==> src/sv/rbgb_pkg.sv <==
// Package for the raster background grow block: field widths, codes,
// frame phase type and the result record. No dependencies.
package rbgb_pkg;

    // Default line-memory depth (largest supported row length).
    localparam int RBGB_MAX_WIDTH = 2048;

    // Field and register widths.
    localparam int GRAY_W  = 8;
    localparam int WIDTH_W = 12;
    localparam int TOL_W   = 8;
    localparam int CFG_DW  = 12;

    // Register reset values.
    localparam logic [WIDTH_W-1:0] WIDTH_RST = 12'd640;
    localparam logic [TOL_W-1:0]   TOL_RST   = 8'd20;

    // Configuration register indexes.
    localparam logic CFG_IMAGE_WIDTH = 1'b0;
    localparam logic CFG_TOLERANCE   = 1'b1;

    // Input opcodes.
    localparam logic OP_PIXEL = 1'b0;
    localparam logic OP_DRAIN = 1'b1;

    // Saturating row counter: only zero, one and more matter.
    localparam logic [1:0] ROW_ZERO = 2'd0;
    localparam logic [1:0] ROW_ONE  = 2'd1;
    localparam logic [1:0] ROW_MORE = 2'd2;

    // Frame phase.
    typedef enum logic [1:0] {
        PH_IDLE,
        PH_RUN,
        PH_DRAIN
    } t_phase;

    // One result record.
    typedef struct packed {
        logic boundary;
        logic background;
        logic last_in_frame;
    } t_result;

    // Result push from the grow unit to the output stage.
    typedef struct packed {
        logic    push;
        t_result res;
    } t_push;

endpackage

==> src/sv/rbgb_out_if.sv <==
// Result request channel: valid/ready handshake with the three result flags.
// Depends on rbgb_pkg only by convention; fields are single bits.
interface rbgb_out_if
    import rbgb_pkg::*;
();
    logic valid;
    logic ready;
    logic boundary;
    logic background;
    logic last_in_frame;

    modport source (output valid, output boundary, output background,
                    output last_in_frame, input ready);
    modport sink   (input valid, input boundary, input background,
                    input last_in_frame, output ready);
endinterface

==> src/sv/rbgb_out_buf.sv <==
// Output stage: result register plus a skid register, so the input side
// keeps flowing while a result waits. Uses rbgb_pkg and rbgb_out_if.
module rbgb_out_buf
    import rbgb_pkg::*;
(
    input  logic        i_clk,
    input  logic        i_rst_n,
    input  t_push       i_push,
    output logic        o_ready,
    rbgb_out_if.source  o_res
);

    t_result r_out, n_out;
    t_result r_skid, n_skid;
    logic    r_out_v, n_out_v;
    logic    r_skid_v, n_skid_v;
    logic    pop;

    assign pop     = r_out_v & o_res.ready;
    assign o_ready = ~r_skid_v;

    // Refill the output register from the skid entry first, then from a push.
    always_comb begin
        n_out    = r_out;
        n_out_v  = r_out_v;
        n_skid   = r_skid;
        n_skid_v = r_skid_v;
        if (!r_out_v || pop) begin
            if (r_skid_v) begin
                n_out    = r_skid;
                n_out_v  = 1'b1;
                n_skid_v = 1'b0;
            end else begin
                n_out   = i_push.res;
                n_out_v = i_push.push;
            end
        end else if (i_push.push) begin
            n_skid   = i_push.res;
            n_skid_v = 1'b1;
        end
    end

    always_ff @(posedge i_clk) begin
        if (!i_rst_n) begin
            r_out_v  <= 1'b0;
            r_skid_v <= 1'b0;
        end else begin
            r_out_v  <= n_out_v;
            r_skid_v <= n_skid_v;
        end
    end

    always_ff @(posedge i_clk) begin
        r_out  <= n_out;
        r_skid <= n_skid;
    end

    assign o_res.valid         = r_out_v;
    assign o_res.boundary      = r_out.boundary;
    assign o_res.background    = r_out.background;
    assign o_res.last_in_frame = r_out.last_in_frame;

endmodule

==> src/flat_wrapper.sv <==
// flat-port wrapper written by rule: the top's interface ports become plain ports
module rbgb_out_buf_flat import rbgb_pkg::*;
  (i_clk, i_rst_n, i_push, o_ready, o_res_valid, o_res_boundary, o_res_background, o_res_last_in_frame, o_res_ready);
  rbgb_out_if o_res_i ();
  input  logic i_clk;
  input  logic i_rst_n;
  input  t_push i_push;
  output logic o_ready;
  output wire logic [$bits(o_res_i.valid)-1:0] o_res_valid;
  output wire logic [$bits(o_res_i.boundary)-1:0] o_res_boundary;
  output wire logic [$bits(o_res_i.background)-1:0] o_res_background;
  output wire logic [$bits(o_res_i.last_in_frame)-1:0] o_res_last_in_frame;
  input wire logic [$bits(o_res_i.ready)-1:0] o_res_ready;
  assign o_res_valid = o_res_i.valid;
  assign o_res_boundary = o_res_i.boundary;
  assign o_res_background = o_res_i.background;
  assign o_res_last_in_frame = o_res_i.last_in_frame;
  assign o_res_i.ready = o_res_ready;
  rbgb_out_buf u_core (.i_clk(i_clk), .i_rst_n(i_rst_n), .i_push(i_push), .o_ready(o_ready), .o_res(o_res_i));
endmodule
==> config.mk <==
export PLATFORM = sky130hd
export DESIGN_NAME = rbgb_out_buf_flat
export DESIGN_NICKNAME = d
export VERILOG_FILES = /design/src/sv/rbgb_pkg.sv /design/src/sv/rbgb_out_if.sv /design/src/sv/rbgb_out_buf.sv /design/src/flat_wrapper.sv
export SDC_FILE = /design/constraint.sdc
export NUM_CORES = 1
export LEC_CHECK = 0
export ABC_AREA = 1
export BUFFER_PORTS_ARGS = -buffer_cell sky130_fd_sc_hd__buf_4
export CORE_AREA = 3 3 40 42
export CTS_CLUSTER_SIZE = 30
export DETAILED_ROUTE_END_ITERATION = 12
export DIE_AREA = 0 0 43 45
export GPL_TIMING_DRIVEN = 0
export PLACE_DENSITY = 0.5
export SLEW_MARGIN = 15
export SYNTH_ARGS = -nofsm -noshare
export SYNTH_HDL_FRONTEND = slang
export SYNTH_SLANG_ARGS = --single-unit
==> constraint.sdc <==
create_clock -name i_clk -period 2.15 [get_ports i_clk]
set_clock_uncertainty 0.05 [all_clocks]
set_input_delay 0.5375 -clock i_clk [delete_from_list [all_inputs] [get_ports i_clk]]
set_output_delay 0.5375 -clock i_clk [all_outputs]
set_load 0.005 [all_outputs]
==> Yosys cells after proc, flatten, opt, wreduce, memory -nomap -nowiden <==
Index checks and enable logic that the tools add are counted.
{ "totals": {"rom_bits": 0, "regBits": 8, "out_inout_bits": 5, "latch_bits": 0, "elab_cells": 18, "mem_count": 0, "ram_bits": 0} }
{ "classes": {"n_reduce_logical": 4, "n_div": 0, "muxes": 2, "eq_ne": 0, "addsub": 0, "n_shift": 0, "multipliers": 0, "n_lt_le_gt_ge": 0, "n_bitwise": 4} }
{ "op_table": {"columns": ["operator", "count"], "rows": [
  ["$mux 3", 1],
  ["$not 1->1", 3],
  ["$reduce_and 2->1", 1],
  ["$reduce_or 2->1", 1],
  ["$and 1x1->1", 1],
  ["$logic_not 1->1", 1],
  ["$logic_or 1x1->1", 1],
  ["$mux 1", 1]
]} }

==> Longest topological paths before layout <==
Gate-level depths: netlist of run 1.
{ "depth": {"ltp_word": 4, "depth_mapped": 3} }

==> Worst setup path after synthesis of run 1 <==
No wires, ideal clock.
{ "synth_path": {"path_kind": "input port to flip-flop", "from": "in o_res_ready", "to": "reg u_core.r_skid[0] (netlist name), enable pin", "setup_ps": 319, "stages": 3, "t_required_ps": 1781, "t_arrival_ps": 862, "slack_ps": 919, "path_cell_list": "inv_1 > nand2_1 > nor2_1"} }
{ "synth_via": {"elab_chain_len": 4} }
{ "synth_lines": {"columns": ["item", "line_no", "text"], "rows": [
  ["start, declared", "flat_wrapper.sv:13", "input wire logic [$bits(o_res_i.ready)-1:0] o_res_ready;"],
  ["$and 1x1->1", "rbgb_out_buf.sv:19", "assign pop = r_out_v & o_res.ready;"],
  ["$logic_or 1x1->1", "rbgb_out_buf.sv:28", "if (!r_out_v || pop) begin"],
  ["$not 1->1 (no source line)", null, null],
  ["$reduce_and 2->1 (no source line)", null, null],
  ["end signal, assigned", "rbgb_out_buf.sv:55", "r_skid <= n_skid;"],
  ["end, declared", "rbgb_out_buf.sv:14", "t_result r_skid, n_skid;"]
]} }
Every way passes these cells.
A chain may end at the register's enable or synchronous reset.

==> Worst setup path in the final report of run 1 <==
{ "layout_path": {"from": "reg u_core.r_skid_v", "to": "out o_ready"} }
{ "layout_via": {"elab_chain_len": 1} }
{ "layout_lines": {"columns": ["item", "line_no", "text"], "rows": [
  ["start, declared", "rbgb_out_buf.sv:16", "logic r_skid_v, n_skid_v;"],
  ["start signal, assigned", "rbgb_out_buf.sv:49", "r_skid_v <= n_skid_v;"],
  ["$not 1->1", "rbgb_out_buf.sv:20", "assign o_ready = ~r_skid_v;"],
  ["end, declared", "flat_wrapper.sv:8", "output logic o_ready;"]
]} }
Every way passes these cells.

==> metrics.yaml, run 1 <==
min_path:
  hold_path.class: "input pin to register"
  worstHoldEndpoint: "u_core.r_skid[2]"
  hold_path_depth: 1
  min_from: "i_push[2]"
route:
  wirelength_um: 543
  drtAntennaViolNets: 0
  via_per_inst: 3.98
  wl_met1_um: 205
  dr.first_iter.drc_count: 1
  vias: 227
  wl_met3_um: 31
  wl_per_cell_um: 9.53
  drtPass1Iterations: 4
  met2_length_um: 307
  highest_layer: "met3"
  drc: 0
final_layout:
  nets: 50
  drive_gt1_share_pct: 35.7
  area_growth_pct: 43.4
  multiInputGateArea_um2: 62.6
  antenna_cells: 0
  nFillCells: 135
  instances_no_fill: 57
  seqCellArea_um2: 220
sta:
  finalSetupViolCount: 0
  max_freq_mhz: 681
  finalCritPeriodShare_pct: 68.3
  max_slew.worst_pin.slew_ns: 0.273
  totalNegativeSetupSlack_ns: 0
  rsz0062_at_grt: "false"
  slew_headroom_pct: 81.7
  period_needed_ns: 1.47
  setup_slack_ns: 0.683
  slew_viol_final: 0
  hold_viol_final: 0
placed_design:
  port_buffers: 11
  gp_congestion: 0.710
  hpwl_um: 443
  pre_cts_ws_ns: 0.664
  dpl.cell_count: 53
clocking:
  postCtsSetupBuffers: 0
  cts_tree: "built"
  insertion_delay_ns: 0.25
  cts_hold_buf: 0
  cts_buffers: 3
  post_cts_resized: 0
  ctsHtreeMaxLevel: 1
  cts_root_buf: "clkbuf_4"
  cts_buffer_depth: 2
  path_clk_slew_ns: 0.06
  cts.sinks: 8
critical_path:
  reg2reg_to: "u_core.r_skid[1]"
  startpoint: "u_core.r_skid_v"
  reg2reg_slack_ns: 1.05
  cp_max_fo: 6
  critPathArrivalTime_ns: 0.88
  critPathLaunchType: "register"
  reg2reg_depth: 2
  end_kind: "output pin"
  critPathKind: "register to output pin"
  cp.required_ns: 1.56
  rr_startpoint: "u_core.o_res.valid"
global_routing:
  grt_max_degree: 7
  grt_usage_pct: 5.71
  first_global_vias: 220
  overflow: 0
  antenna_found_initial: 0
  grt_pass1_wl_um: 828
floorplanning:
  num_rows: 13
  ios: 12
  core_region_area_um2: 1280
  chipHeight_um: 45
  start_util_pct: 22.9
  die_w_um: 43
  design.die.area_um2: 1940
synth:
  syn_area_um2: 294
  yosys.cell_types.count: 8
  syn_nets: 34
  synth_common_cells: "11 x nand2_1, 6 x edfxtp_1, 3 x nor2_1"
  async_flop_share_pct: 0
  synth_top_area_share_pct: 61.3
  synth_area_leaders: "edfxtp_1 61%, nand2_1 14%, dfxtp_1 14%"
  syn_avg_cell_area_um2: 10.9
  synth-edff-count: 6
  synthFlopType: "edfxtp_1"
  postSynthRegisterBits: 8
  synth_top_cell_by_area: "edfxtp_1"
  ys_seq_area_share_pct: 74.9
  yosysWarnings: 0
  netlist_instances: 27
  synth.most_common_cell: "nand2_1"
flow_run:
  cap_violations: 0
pwr:
  power_density_nw_per_um2: 786
  ir_drop_uv: 330
  leakage_nw: 0.194
status:
  run_status: "completed"
[cell type report]
cell class                      count  share of cell area (%)
Clock buffer                        4                    6.23
Inverter                            3                    2.67
Multi-Input combinational cell     16                    14.8
Sequential cell                     8                    52.2
Tap cell                           15                    4.45
Timing Repair Buffer               11                    19.6
[cell usage in the layout (no fill, tap or decap)]
| cell type | count |
|---|---|
| nand2_1 | 11 |
| buf_4 | 11 |
| edfxtp_1 | 6 |
| nor2_1 | 3 |
| clkbuf_4 | 3 |
| inv_1 | 2 |
| dfxtp_1 | 2 |
| inv_2 | 1 |
| nand3_1 | 1 |
| o21ai_0 | 1 |
| clkbuf_1 | 1 |
[flip-flops by register name (all words and copies together), names as in the netlist]
signal and flops:
u_core.o_res.background 1, u_core.o_res.boundary 1, u_core.o_res.last_in_frame 1, u_core.o_res.valid 1, u_core.r_skid 3, u_core.r_skid_v 1
[metrics by stage]
stage               util (%)  total power [mW]  instance area [µm²]  hold WS, ns
floorplan                  -             0.191                  294        0.438
global placement        30.8             0.212                  395        0.435
detailed placement      30.8             0.213                  395        0.445
CTS                     32.8             0.335                  422        0.419
global route            32.8             0.345                  422        0.415
finish                  32.8             0.332                  422        0.423
[routing by layer]
layer	vias to the layer above	GRT usage [%]
met5	-	0
li1	116	-
met4	0	1.81
met1	107	5.45
met3	0	2.39
met2	4	11.1
[report_power, final]
part / switching, mW / internal (mW) / leakage [nW]
clock: 0.0519 / 0.0710 / 0.0150
sequential: 0.00322 / 0.175 / 0.0749
combinational: 0.0123 / 0.0176 / 0.105
total: 0.0674 / 0.264 / 0.194
[logic make-up after synthesis]
family,Yosys count,synth area share [%]
compound gates,1,1.70
buf+inv,3,3.83
flops,8,74.9
simple gates,15,19.6
[how the worst max path moves through the flow]
stage | endpoint | slack (ns) | depth (start not counted)
final | o_ready | 0.68 | 2
after floorplan | u_core.r_skid[0] | 0.92 | 3
after CTS | o_ready | 0.67 | 2
after detailed placement | u_core.r_skid[2] | 0.66 | 4
after global routing | o_ready | 0.61 | 2
after global placement | u_core.r_skid[2] | 0.72 | 4
[critical path: stages (launching register included)]
cell and delay (ns):
dfxtp_1 0.42, inv_2 0.08, buf_4 0.14
Power figures use the tool's default switching activity.
==> run 2, diff against run 1 <==
Settings changed: ABC_AREA 1 to 0.
Clock period 2.15 ns to 1.5 ns, I/O delays scaled along.
==> metrics.yaml, run 2 <==
global_routing:
  antenna_found_initial: 0  # unchanged
  grt_pass1_wl_um: 848  # was 828 µm
  overflow: 0  # unchanged
  first_global_vias: 206  # was 220
  grt_usage_pct: 6.84  # was 5.71%
  grt_max_degree: 7  # unchanged
final_layout:
  fin_util_pct: 33.1  # was 32.8%
  nets: 40  # was 50
  final_common_cell: "buf_4"
  largest_reg_flops: 3  # unchanged
  drive_gt1_share_pct: 61.3  # was 35.7%
  antenna_cells: 0  # unchanged
  instances_no_fill: 46  # was 57
  final_cell_mix: "11 x buf_4, 6 x edfxtp_1, 3 x mux2_2, 3 x clkbuf_4"  # was 11 x nand2_1, 11 x buf_4, 6 x edfxtp_1, 3 x nor2_1, 3 x clkbuf_4
  area_growth_pct: 41.1  # was 43.4%
  regMostFlops: "u_core.r_skid"  # unchanged
  stdcell_area_um2: 425  # was 422 µm²
  nFillCells: 129  # was 135
clocking:
  cts_buffer_depth: 2  # unchanged
  cts_tree: "built"  # unchanged
  ctsHtreeMaxLevel: 1  # unchanged
  path_clk_slew_ns: 0.06  # about the same
  insertion_delay_ns: 0.25  # about the same
  cts_buffers: 3  # unchanged
  cts_root_buf: "clkbuf_4"  # unchanged
  cts_hold_buf: 0  # unchanged
  postCtsSetupBuffers: 0  # unchanged
  post_cts_resized: 0  # unchanged
  cts.sinks: 8  # unchanged
critical_path:
  critPathArrivalTime_ns: 0.88  # about the same
  end_kind: "output pin"  # unchanged
  cp.buffers_inverters: 2  # unchanged
  cp_max_fo: 6  # unchanged
  reg2reg_depth: 1  # was 2
  critPathKind: "register to output pin"  # unchanged
  cp_cell_sequence: "inv_1 -> buf_4"  # was inv_2 -> buf_4
  crit_slowest_cell: "dfxtp_1"  # unchanged
  critPathLaunchType: "register"  # unchanged
  cpLargestDelayFamily: "flip-flops"  # unchanged
  crit_cells: 2  # unchanged
  critPathMaxStageDelay_ns: 0.43  # was 0.42 ns
  rr_startpoint: "u_core.r_skid_v"  # was u_core.o_res.valid
  cp.required_ns: 1.07  # was 1.56 ns
  startpoint: "u_core.r_skid_v"  # unchanged
pwr:
  power_mw: 0.459  # was 0.332 mW
  power_density_nw_per_um2: 1080  # was 786 nW/µm²
  leakage_nw: 0.179  # was 0.194 nW
  ir_drop_uv: 427  # was 330 µV
synth:
  syn_area_um2: 302  # was 294 µm²
  yosysWarnings: 0  # unchanged
  synth_area_leaders: "edfxtp_1 60%, dfxtp_1 13%, mux2_2 11%"  # was edfxtp_1 61%, nand2_1 14%, dfxtp_1 14%
  synth_top_area_share_pct: 59.8  # was 61.3%
  postSynthRegisterBits: 8  # unchanged
  syn_nets: 24  # was 34
  netlist_instances: 17  # was 27
  synth_common_cells: "6 x edfxtp_1, 3 x mux2_2, 2 x dfxtp_1, 2 x inv_1"  # was 11 x nand2_1, 6 x edfxtp_1, 3 x nor2_1
  async_flop_share_pct: 0  # unchanged
  synthFlopType: "edfxtp_1"  # unchanged
  synth_top_cell_by_area: "edfxtp_1"  # unchanged
  ys_seq_area_share_pct: 73.0  # was 74.9%
  synth.most_common_cell: "edfxtp_1"  # was nand2_1
  synth-edff-count: 6  # unchanged
  yosys.cell_types.count: 8  # unchanged
  syn_avg_cell_area_um2: 17.7  # was 10.9 µm²
floorplanning:
  ios: 12  # unchanged
  num_rows: 13  # unchanged
  design.die.area_um2: 1940  # unchanged
  start_util_pct: 23.5  # was 22.9%
  core_region_area_um2: 1280  # unchanged
  die_w_um: 43  # unchanged
  chipHeight_um: 45  # unchanged
route:
  wl_per_cell_um: 11.6  # was 9.53 µm
  drc: 0  # unchanged
  wirelength_um: 534  # was 543 µm
  dr.first_iter.drc_count: 1  # unchanged
  vias: 192  # was 227
  drtAntennaViolNets: 0  # unchanged
  via_per_inst: 4.17  # was 3.98
  drtPass1Iterations: 2  # was 4
placed_design:
  gp_congestion: 0.624  # was 0.710
  dpl.cell_count: 43  # was 53
  port_buffers: 11  # unchanged
  pre_cts_ws_ns: 0.310  # was 0.664 ns
  placed_area_um2: 403  # was 395 µm²
min_path:
  hold_path_depth: 1  # unchanged
  min_from: "i_push[1]"  # was i_push[2]
  hold_path.class: "input pin to register"  # unchanged
flow_run:
  cap_violations: 0  # unchanged
sta:
  slew_viol_final: 0  # unchanged
  finalSetupViolCount: 0  # unchanged
  setup_slack_ns: 0.198  # was 0.683 ns
  max_freq_mhz: 768
  hold_viol_final: 0  # unchanged
  slew_headroom_pct: 85.7  # was 81.7%
  max_slew.worst_pin.slew_ns: 0.214  # was 0.273 ns
  totalNegativeSetupSlack_ns: 0  # unchanged
  period_needed_ns: 1.30
  rsz0062_at_grt: "false"  # unchanged
  finalCritPeriodShare_pct: 86.8
  holdWs_ns: 0.257  # was 0.423 ns
status:
  run_status: "completed"  # unchanged
-- run 2: where the power goes --
group	switching, mW	leakage [nW]	internal (mW)
Combinational	0.0142	0.0906	0.0286
Clock	0.0711	0.0138	0.0914
Sequential	0.00396	0.0748	0.250
-- run 2: worst paths after layout --
check | endpoint | slack (ns)
setup / recovery | o_ready | 0.20
hold reg to reg | u_core.o_res.last_in_frame | 0.51
setup reg to reg | u_core.o_res.background | 0.39
hold / removal | u_core.r_skid[1] | 0.26
-- run 2: layout make-up --
class / count / area [µm²] / share of cell area, %
sequential: 8 / 220 / 51.8
tap: 15 / 18.8 / 4.41
timing repair buffer: 11 / 82.6 / 19.4
multi-input combinational: 7 / 73.8 / 17.4
inverter: 2 / 7.51 / 1.76
clock buffer: 3 / 22.5 / 5.29
-- run 2: cells by family (layout without fill, tap and decap cells) --
group,after synthesis,after routing,share of synthesized area [%]
simple gates,2,2,6.64
compound gates,2,2,6.64
mux,3,3,11.2
buf+inv,2,16,2.49
flops,8,8,73.0
-- run 2: per-layer routing --
layer  vias to the layer above  part of all wire [%]  wire (µm)  GRT usage (%)
met2                         9                    51        273           10.5
met3                         0                   8.2         44           3.98
met1                        91                    40        215           6.02
met5                         -                     0          0              0
met4                         0                     0          0           7.23
li1                         92                     -          -              -
