[config.mk]
export PLATFORM = sky130hd
export DESIGN_NAME = rbgb_grow
export DESIGN_NICKNAME = d
export VERILOG_FILES = /design/src/sv/rbgb_pkg.sv /design/src/sv/rbgb_grow.sv
export SDC_FILE = /design/constraint.sdc
export NUM_CORES = 1
export LEC_CHECK = 0
export BUFFER_PORTS_ARGS = -buffer_cell sky130_fd_sc_hd__clkbuf_2
export CAP_MARGIN = 20
export CORE_MARGIN = 2
export CORE_UTILIZATION = 30
export CTS_CLUSTER_SIZE = 24
export DETAILED_ROUTE_END_ITERATION = 8
export PLACE_DENSITY_LB_ADDON = 0.1
export SYNTH_ARGS = -nofsm -noshare
export SYNTH_HDL_FRONTEND = slang
export SYNTH_SLANG_ARGS = --single-unit
[constraint.sdc]
create_clock -name i_clk -period 13.1 [get_ports i_clk]
set_input_delay 0.655 -clock i_clk [delete_from_list [all_inputs] [get_ports i_clk]]
set_output_delay 0.655 -clock i_clk [all_outputs]
set_load 0.02 [all_outputs]
[src/sv/rbgb_pkg.sv]
// Package for the raster background grow block: field widths, codes,
// frame phase type and the result record. No dependencies.
package rbgb_pkg;

    // Default line-memory depth (largest supported row length).
    localparam int RBGB_MAX_WIDTH = 2048;

    // Field and register widths.
    localparam int GRAY_W  = 8;
    localparam int WIDTH_W = 12;
    localparam int TOL_W   = 8;
    localparam int CFG_DW  = 12;

    // Register reset values.
    localparam logic [WIDTH_W-1:0] WIDTH_RST = 12'd640;
    localparam logic [TOL_W-1:0]   TOL_RST   = 8'd20;

    // Configuration register indexes.
    localparam logic CFG_IMAGE_WIDTH = 1'b0;
    localparam logic CFG_TOLERANCE   = 1'b1;

    // Input opcodes.
    localparam logic OP_PIXEL = 1'b0;
    localparam logic OP_DRAIN = 1'b1;

    // Saturating row counter: only zero, one and more matter.
    localparam logic [1:0] ROW_ZERO = 2'd0;
    localparam logic [1:0] ROW_ONE  = 2'd1;
    localparam logic [1:0] ROW_MORE = 2'd2;

    // Frame phase.
    typedef enum logic [1:0] {
        PH_IDLE,
        PH_RUN,
        PH_DRAIN
    } t_phase;

    // One result record.
    typedef struct packed {
        logic boundary;
        logic background;
        logic last_in_frame;
    } t_result;

    // Result push from the grow unit to the output stage.
    typedef struct packed {
        logic    push;
        t_result res;
    } t_push;

endpackage

[src/sv/rbgb_grow.sv]
// Region grow and boundary logic: frame phase, column and row counters,
// history window with forwarding, and memory access. Uses rbgb_pkg.
module rbgb_grow
    import rbgb_pkg::*;
#(
    parameter int MAX_WIDTH = RBGB_MAX_WIDTH,
    parameter int CW        = $clog2(MAX_WIDTH)
) (
    input  logic               i_clk,
    input  logic               i_rst_n,
    input  logic               i_acc,
    input  logic               i_opcode,
    input  logic [GRAY_W-1:0]  i_gray,
    input  logic [WIDTH_W-1:0] i_width,
    input  logic [TOL_W-1:0]   i_tol,
    output logic               o_mem_we,
    output logic [CW-1:0]      o_mem_waddr,
    output logic [1:0]         o_mem_wdata,
    output logic               o_mem_re,
    output logic [CW-1:0]      o_mem_raddr,
    input  logic [1:0]         i_mem_rdata,
    output t_push              o_push
);

    localparam int EW = (CW + 1 > WIDTH_W) ? CW + 1 : WIDTH_W;
    localparam logic [EW-1:0] MAX_W = EW'(MAX_WIDTH);

    t_phase            r_phase, n_phase;
    logic [GRAY_W-1:0] r_seed, n_seed;
    logic [CW-1:0]     r_col, n_col;
    logic [1:0]        r_row, n_row;
    logic [1:0]        r_nb, n_nb;
    logic [1:0]        r_cur, n_cur;
    logic [1:0]        r_h0, n_h0;
    logic              r_fwd, n_fwd;
    logic [1:0]        r_fwd_d, n_fwd_d;

    logic [EW-1:0]     w_eff;
    logic [EW-1:0]     col_p1;
    logic              col_last;
    logic [CW-1:0]     col_next;
    logic [1:0]        nxt;
    logic [GRAY_W-1:0] absd;
    logic              in_tol;
    logic              row0, rowge2, col_nz;
    logic              self_bg, left_bg, ul_bg, bg, nl, nr, nu;
    logic              step, wr;
    logic [1:0]        wval;
    logic [CW-1:0]     raddr;

    // Effective width: zero acts as one, large values clamp to the memory depth.
    always_comb begin
        w_eff = EW'(i_width);
        if (w_eff == '0) begin
            w_eff = EW'(1);
        end else if (w_eff > MAX_W) begin
            w_eff = MAX_W;
        end
    end

    // Column stepping and neighbor terms.
    assign col_p1   = EW'(r_col) + EW'(1);
    assign col_last = (col_p1 >= w_eff);
    assign col_next = col_last ? '0 : col_p1[CW-1:0];
    assign nxt      = r_fwd ? r_fwd_d : i_mem_rdata;
    assign row0     = (r_row == ROW_ZERO);
    assign rowge2   = (r_row == ROW_MORE);
    assign col_nz   = (r_col != '0);
    assign absd     = (i_gray >= r_seed) ? (i_gray - r_seed) : (r_seed - i_gray);
    assign in_tol   = (absd <= i_tol);
    assign nl       = col_nz & r_nb[1];
    assign nr       = ~col_last & nxt[0];
    assign nu       = rowge2 & r_cur[1];
    assign raddr    = col_next + CW'(1);

    // Next state, memory access and result.
    always_comb begin
        n_phase = r_phase;
        n_seed  = r_seed;
        n_col   = r_col;
        n_row   = r_row;
        n_nb    = r_nb;
        n_cur   = r_cur;
        n_h0    = r_h0;
        n_fwd   = r_fwd;
        n_fwd_d = r_fwd_d;
        step    = 1'b0;
        wr      = 1'b0;
        wval    = 2'b00;
        o_push  = '0;
        self_bg = 1'b0;
        left_bg = 1'b0;
        ul_bg   = 1'b0;
        bg      = 1'b0;

        if (i_acc) begin
            unique case (r_phase)
                PH_IDLE: begin
                    if (i_opcode == OP_PIXEL) begin
                        // Seed pixel: background by definition.
                        step    = 1'b1;
                        wr      = 1'b1;
                        wval    = 2'b01;
                        n_seed  = i_gray;
                        n_nb    = 2'b01;
                        n_col   = col_next;
                        n_row   = col_last ? ROW_ONE : ROW_ZERO;
                        n_phase = PH_RUN;
                    end
                end
                PH_RUN: begin
                    if (i_opcode == OP_PIXEL) begin
                        // Grow step for this pixel, result for the pixel above.
                        step    = 1'b1;
                        wr      = 1'b1;
                        self_bg = ~row0 & r_cur[0];
                        left_bg = col_nz & r_nb[0];
                        ul_bg   = col_nz & ~row0 & r_nb[1];
                        bg      = in_tol & (left_bg | self_bg | ul_bg);
                        wval    = {self_bg, bg};
                        n_nb    = {self_bg, bg};
                        n_col   = col_next;
                        if (col_last) begin
                            n_row = row0 ? ROW_ONE : ROW_MORE;
                        end
                        o_push.push                 = ~row0;
                        o_push.res.boundary         = ~self_bg & (nl | nr | nu | bg);
                        o_push.res.background       = self_bg;
                        o_push.res.last_in_frame    = 1'b0;
                    end else if (!col_nz) begin
                        step    = 1'b1;
                        n_phase = PH_DRAIN;
                    end
                end
                PH_DRAIN: begin
                    if (i_opcode == OP_DRAIN) begin
                        step = 1'b1;
                    end
                end
                default: begin
                    n_phase = PH_IDLE;
                end
            endcase

            // Drain step: emit the last row with no lower neighbor.
            if (step && i_opcode == OP_DRAIN) begin
                o_push.push              = 1'b1;
                o_push.res.boundary      = ~r_cur[0] & (nl | nr | nu);
                o_push.res.background    = r_cur[0];
                o_push.res.last_in_frame = col_last;
                if (col_last) begin
                    n_col   = '0;
                    n_row   = ROW_ZERO;
                    n_nb    = 2'b00;
                    n_phase = PH_IDLE;
                end else begin
                    n_col = col_p1[CW-1:0];
                    n_nb  = {r_cur[0], 1'b0};
                end
            end

            // Slide the history window; column zero is kept in a register.
            if (step) begin
                n_h0    = (wr && !col_nz) ? wval : r_h0;
                n_cur   = (n_col == '0) ? n_h0 : nxt;
                n_fwd   = wr && (raddr == r_col);
                n_fwd_d = wval;
            end
        end
    end

    assign o_mem_we    = wr;
    assign o_mem_waddr = r_col;
    assign o_mem_wdata = wval;
    assign o_mem_re    = step;
    assign o_mem_raddr = raddr;

    // Control state.
    always_ff @(posedge i_clk) begin
        if (!i_rst_n) begin
            r_phase <= PH_IDLE;
            r_seed  <= '0;
            r_col   <= '0;
            r_row   <= ROW_ZERO;
            r_nb    <= 2'b00;
            r_fwd   <= 1'b0;
        end else begin
            r_phase <= n_phase;
            r_seed  <= n_seed;
            r_col   <= n_col;
            r_row   <= n_row;
            r_nb    <= n_nb;
            r_fwd   <= n_fwd;
        end
    end

    // History window data.
    always_ff @(posedge i_clk) begin
        r_cur   <= n_cur;
        r_h0    <= n_h0;
        r_fwd_d <= n_fwd_d;
    end

endmodule

After elaboration in Yosys (flattened, before gate mapping) --
Index checks and enable logic that the tools add are counted.
Cells by class: $add $sub $neg 4, $lt $le $gt $ge 4, equal/unequal tests 6, multiplexer cells 48, bitwise logic cells 20, reductions and logical operators 14
Operator list (count):
- 11-bit 2-to-1 mux | 5
- 2-bit 2-to-1 mux | 20
- 12-bit 2-to-1 mux | 2
- 4-bit 2-to-1 mux | 4
- 8-bit subtractor | 2
- 11-bit by 1-bit adder with 12-bit output, second input constant | 1
- 12-bit greater-or-equal comparator | 1
- 12-bit greater-than comparator, second input constant | 1
- 12-bit zero test | 1
- 2-bit case mux with 2 select lines | 3
- 11-bit by 1-bit adder with 11-bit output, second input constant | 1
- 11-bit == test | 1
- 11-bit zero test | 1
- 1-bit 2-to-1 mux | 11
- 11-bit nonzero test | 1
- 1-bit bitwise AND | 10
- 8-bit greater-or-equal comparator | 1
- 8-bit less-or-equal comparator | 1
- 8-bit 2-to-1 mux | 1
- 3-bit inequality test, second input constant | 2
- 2-bit case mux with 3 select lines | 1
- 1-bit NOT | 5
- 1-bit bitwise OR | 5
- 2-bit == test, second input constant | 2
- 10 further kinds | 13
Storage, ports and cells: flip-flop bits (word level) 32, logic and storage cells 105

Depth between registers and ports, before layout --
depth in word-level cells 14, depth in mapped cells 23

Least setup slack after synthesis --
No wires, ideal clock.
path kind register to output, start point register r_col[1], in the netlist o_mem_waddr[1], end point output o_mem_raddr[4], arrival time 4467 ps, required time 12445 ps, slack 7978 ps, cell stages (with the launch flop) 21, buffers on the path 5, path through dfxtp_1 > buf_2 > nand2_2 > nor4_4 > xnor2_1 > clkinv_1 > ha_1 > a21o_1 > a21o_1 > a221o_1 > clkbuf_1 > clkbuf_1 > clkbuf_1 > nor2_1 > ha_1 > clkbuf_1 > inv_1 > o41a_1 > o21ai_0 > xnor2_1 > nor2_1
On the way: longest elaborated chain between the ends 4
Ends and longest elaborated chain:
- start: declaration | line rbgb_grow.sv:30 | logic [CW-1:0] r_col, n_col;
- start signal: assignment | line rbgb_grow.sv:190 | r_col <= n_col;
- 11-bit by 1-bit adder with 12-bit output (*) | line rbgb_grow.sv:62 | assign col_p1 = EW'(r_col) + EW'(1);
- 12-bit greater-or-equal comparator | line rbgb_grow.sv:63 | assign col_last = (col_p1 >= w_eff);
- 11-bit 2-to-1 mux (*) | line rbgb_grow.sv:64 | assign col_next = col_last ? '0 : col_p1[CW-1:0];
- 11-bit by 1-bit adder with 11-bit output (*) | line rbgb_grow.sv:74 | assign raddr = col_next + CW'(1);
- end: declaration | line rbgb_grow.sv:20 | output logic [CW-1:0] o_mem_raddr,
Every way passes the cells marked *; elsewhere a longest branch is shown, timed or not.

Worst setup path in the final report --
start point register r_col[0], in the netlist o_mem_waddr[0], end point output o_mem_raddr[8]
Same word-level chain as after synthesis.

==> impl_metrics.xml <==
<?xml version="1.0" encoding="UTF-8"?>
<metrics>
  <group name="logic_synthesis">
    <metric name="synth-seq-cells" unit="">32</metric>
    <metric name="synth_seq_area_share" unit="">0.191</metric>
    <metric name="netlist_area" unit="mm2">0.00366</metric>
    <metric name="synth_ff_type" unit="">dfxtp_1</metric>
    <metric name="post_synth_most_frequent_cells" unit="">61 x nand2_1, 40 x inv_1, 38 x ha_1, 34 x nor2_1, 31 x a21oi_1</metric>
    <metric name="post-synth-top-count-cell" unit="">nand2_1</metric>
    <metric name="synth.distinct_cells" unit="">81</metric>
    <metric name="synthCells" unit="">481</metric>
    <metric name="portion_of_netlist_area_occupied_by_mux_cells" unit="">0.0325</metric>
    <metric name="synthesis.nets" unit="">555</metric>
    <metric name="synthTopCellsByArea" unit="">dfxtp_1 14%, ha_1 13%, nand2_1 6.3%</metric>
    <metric name="synth_top_family_by_area" unit="">simple AND/OR/NAND/NOR gates</metric>
    <metric name="synth-async-reset-ratio" unit="">0</metric>
    <metric name="synth_simple_gate_area_frac" unit="">0.259</metric>
    <metric name="synth_xor_area_frac" unit="">0.0622</metric>
    <metric name="number_of_enable_type_register_cells_in_the_synthesized_netlist" unit="">6</metric>
    <metric name="yosysWarnings" unit="">0</metric>
    <metric name="synth_fa_ha_area_frac" unit="">0.141</metric>
    <metric name="synth_top_area_share" unit="">0.142</metric>
    <metric name="compound_gate_fraction_of_synth_area" unit="">0.227</metric>
    <metric name="yosys.area.top_type" unit="">dfxtp_1</metric>
    <metric name="syn_area_per_cell" unit="um2">7.61</metric>
  </group>
  <group name="clocking">
    <metric name="clkSinkCount" unit="">32</metric>
    <metric name="cts-root-buf" unit="">clkbuf_16</metric>
    <metric name="maximum_clock_path_buffer_count" unit="">2</metric>
    <metric name="cts_inserted_buffers" unit="">5</metric>
    <metric name="cts.reportedPaths.clkPinSlew" unit="ps">60</metric>
    <metric name="cts.hold.buffers_added" unit="">0</metric>
    <metric name="cts_repair_resize_count" unit="">0</metric>
    <metric name="clock_latency" unit="ps">270</metric>
    <metric name="htree_levels" unit="">2</metric>
    <metric name="cts_tree" unit="">built</metric>
    <metric name="postCtsSetupRepairBufs" unit="">0</metric>
  </group>
  <group name="global_routing">
    <metric name="groute.usage.overall" unit="">0.156</metric>
    <metric name="grt.overflow.total" unit="">0</metric>
    <metric name="grt_antenna_before_repair" unit="">0</metric>
    <metric name="largest_net_degree_at_the_start_of_global_routing" unit="">45</metric>
    <metric name="grt_pass1_wl" unit="um">16700</metric>
    <metric name="first_global_vias" unit="">3371</metric>
  </group>
  <group name="placed_design">
    <metric name="numPortBuffers" unit="">63</metric>
    <metric name="dpl.hpwl" unit="um">7810</metric>
    <metric name="place_worst_setup_slack" unit="ps">7450</metric>
    <metric name="globalplace.congestion" unit="">0.785</metric>
  </group>
  <group name="die">
    <metric name="die_w" unit="um">114</metric>
    <metric name="boundary_pin_count" unit="">64</metric>
    <metric name="floorplan.die.height" unit="um">114</metric>
    <metric name="coreArea" unit="mm2">0.0120</metric>
    <metric name="num_rows" unit="">40</metric>
    <metric name="die_area" unit="mm2">0.0131</metric>
    <metric name="initial_standard_cell_utilization_of_the_core" unit="">0.306</metric>
  </group>
  <group name="routing">
    <metric name="routed-via-count" unit="">3419</metric>
    <metric name="drt_wl_total" unit="um">9920</metric>
    <metric name="drcViolationCount" unit="">0</metric>
    <metric name="postRouteAntennaNets" unit="">0</metric>
    <metric name="routedWlPerCell" unit="um">14.8</metric>
    <metric name="drt_iter0_markers" unit="">181</metric>
    <metric name="detail_route.vias_per_cell" unit="">5.11</metric>
    <metric name="firstDrtPassIters" unit="">4</metric>
  </group>
  <group name="setup_path">
    <metric name="worstPathRequired" unit="ps">12440</metric>
    <metric name="regToRegSetupSlack" unit="ps">7850</metric>
    <metric name="critical_path.startpoint" unit="">o_mem_waddr[0]$_SDFFE_PN0P_</metric>
    <metric name="rr_startpoint" unit="">o_mem_waddr[0]$_SDFFE_PN0P_</metric>
    <metric name="worst_r2r_path_depth" unit="">18</metric>
    <metric name="crit_path_max_delay_cell_type" unit="">dfxtp_1</metric>
    <metric name="setup.worst_path.start_class" unit="">flip-flop</metric>
    <metric name="critical_path.max_fanout" unit="">44</metric>
    <metric name="crit_path_max_incr_delay" unit="ps">640</metric>
    <metric name="cell_breakdown_of_the_critical_path" unit="">ha_1 &gt; nand4_1 &gt; nor2_1 &gt; and3_1 &gt; xnor2_1 &gt; inv_1 &gt; ha_1 &gt; a21o_1 &gt; a221o_1 &gt; buf_4 &gt; nor2_1 &gt; ha_1 &gt; nand2_1 &gt; a21oi_1 &gt; nand3_1 &gt; xor2_1 &gt; nor2_1 &gt; clkbuf_2</metric>
    <metric name="critical_path_class" unit="">flip-flop to output pin</metric>
    <metric name="endpoint_kind" unit="">output pin</metric>
    <metric name="worst_r2r_endpoint" unit="">r_fwd$_SDFFE_PN0P_</metric>
    <metric name="worstSetupEndpoint" unit="">o_mem_raddr[8]</metric>
    <metric name="worstPathArrival" unit="ps">5180</metric>
  </group>
  <group name="power_and_ir_drop">
    <metric name="power_frac_seq" unit="">0.318</metric>
    <metric name="ir_worst_vdd" unit="mV">0.0554</metric>
    <metric name="total_switching_power" unit="uW">107</metric>
    <metric name="clock_power_share" unit="">0.382</metric>
    <metric name="pwr_density_cell" unit="mW/mm2">82.8</metric>
    <metric name="switching_share" unit="">0.311</metric>
    <metric name="p_int" unit="uW">238</metric>
    <metric name="total_leakage_power" unit="uW">0.00188</metric>
    <metric name="post-layout-total-power" unit="uW">345</metric>
    <metric name="power_frac_comb" unit="">0.301</metric>
  </group>
  <group name="sta">
    <metric name="timing.final.crit_period" unit="ps">5840</metric>
    <metric name="timing.final.max_slew_violations" unit="">0</metric>
    <metric name="maxSlewHeadroom" unit="">0.537</metric>
    <metric name="hold_violations" unit="">0</metric>
    <metric name="period_share" unit="">0.446</metric>
    <metric name="rsz_0062_raised_after_global_routing" unit="">no</metric>
    <metric name="timing.final.setup_violations" unit="">0</metric>
    <metric name="setup_ws" unit="ps">7260</metric>
    <metric name="finalSetupTns" unit="ps">0</metric>
    <metric name="worst_pin_slew" unit="ps">693</metric>
    <metric name="fin_skew" unit="ps">8.20</metric>
    <metric name="timing.fmax" unit="MHz">171</metric>
  </group>
  <group name="cells_and_area">
    <metric name="final_util" unit="">0.349</metric>
    <metric name="syn_to_final_growth" unit="%">13.8</metric>
    <metric name="fin_nets" unit="">595</metric>
    <metric name="layout-drive-gt1-share" unit="">0.178</metric>
    <metric name="insertedDiodeCount" unit="">0</metric>
  </group>
  <group name="job">
    <metric name="maxCapViolCount" unit="">0</metric>
  </group>
  <group name="status">
    <metric name="outcome" unit="">complete, no violations</metric>
  </group>
  <group name="hold_path">
    <metric name="worstHoldPathType" unit="">flip-flop to flip-flop</metric>
  </group>
</metrics>
==> flip-flops by register name, indices dropped and copies added, names as in the netlist <==
register and cells:
r_seed 8, r_fwd_d 2, r_nb 2, r_h0 2, r_row 2, o_mem_waddr 11, r_phase 2, r_cur 2
r_fwd 1
==> final cells by class <==
type | count | area (um2)
fillers | 1284 | 7790
multi-input cells | 376 | 2640
flip-flops and latches | 32 | 701
repair buffers | 64 | 323
well taps | 147 | 184
inverters | 42 | 158
clock buffers | 6 | 129
clock inverters | 2 | 35.0
==> power groups by stage <==
stage	Clock, uW	Combinational [uW]	Sequential, uW
finish	132	104	110
global route	139	118	110
CTS	135	106	110
detailed placement	0	106	112
global placement	0	105	111
floorplan	0	80.8	110
==> cells by family (layout without fill, tap and decap cells) <==
logic type	Yosys count	in the layout
adder cells (fa/ha/maj)	40	40
AO/OA/AOI/OAI	115	115
buffers and inverters	73	114
flip-flops	32	32
multiplexers	11	11
AND/OR/NAND/NOR	184	184
XOR/XNOR	26	26
==> worst max-delay path, delay by kind of cell (launching register included) <==
| family | cells | cell delay (ps) |
|---|---|---|
| compound gates | 3 | 840 |
| xor+xnor | 2 | 360 |
| fa+ha+maj | 3 | 1200 |
| buf+inv | 3 | 560 |
| flops | 1 | 640 |
| simple gates | 7 | 1280 |
==> worst min path at each step <==
stage	endpoint	cells past startpoint	slack, ps	start
after floorplan	r_seed[7]$_SDFFE_PN0P_	2	440	r_seed[7]$_SDFFE_PN0P_
after global placement	r_seed[7]$_SDFFE_PN0P_	2	460	r_seed[7]$_SDFFE_PN0P_
final	r_nb[1]$_SDFFE_PN0P_	2	470	r_nb[1]$_SDFFE_PN0P_
after global routing	r_nb[1]$_SDFFE_PN0P_	2	500	r_nb[1]$_SDFFE_PN0P_
after detailed placement	r_nb[1]$_SDFFE_PN0P_	2	470	r_nb[1]$_SDFFE_PN0P_
after CTS	r_nb[1]$_SDFFE_PN0P_	2	480	r_nb[1]$_SDFFE_PN0P_
==> placed cells by master, fill, tap and decap left out, drive strengths merged, types with 5 or more instances in the layout <==
cell / Yosys / final
nand2: 63 / 63
inv: 41 / 41
and3: 8 / 8
nand3: 10 / 10
clkbuf: 15 / 69
a21oi: 31 / 31
nor3: 11 / 11
xnor2: 20 / 20
mux2i: 7 / 7
a31oi: 5 / 5
dfxtp: 26 / 26
and2: 7 / 7
a21o: 13 / 13
nor2b: 17 / 17
a21boi: 15 / 15
nor2: 35 / 35
nand4: 7 / 7
ha: 38 / 38
xor2: 6 / 6
nand2b: 6 / 6
edfxtp: 6 / 6
o21ai: 15 / 15
==> layer usage <==
metal | vias up | part of all wire | wire, um | track usage
met1 | 1583 | 0.47 | 4710 | 0.207
met2 | 66 | 0.48 | 4760 | 0.269
met5 | - | 0 | 0 | 0
li1 | 1762 | - | - | -
met4 | 0 | 0.013 | 133 | 0.0407
met3 | 8 | 0.032 | 313 | 0.0169
==> stage by stage <==
stage               hold WS (ps)  cells  area (um2)
floorplan                    443    481        3660
global placement             460    661        4010
detailed placement           467    661        4010
CTS                          476    669        4170
global route                 495    669        4170
finish                       475    669        4170
(Power assumes the default switching activity.)
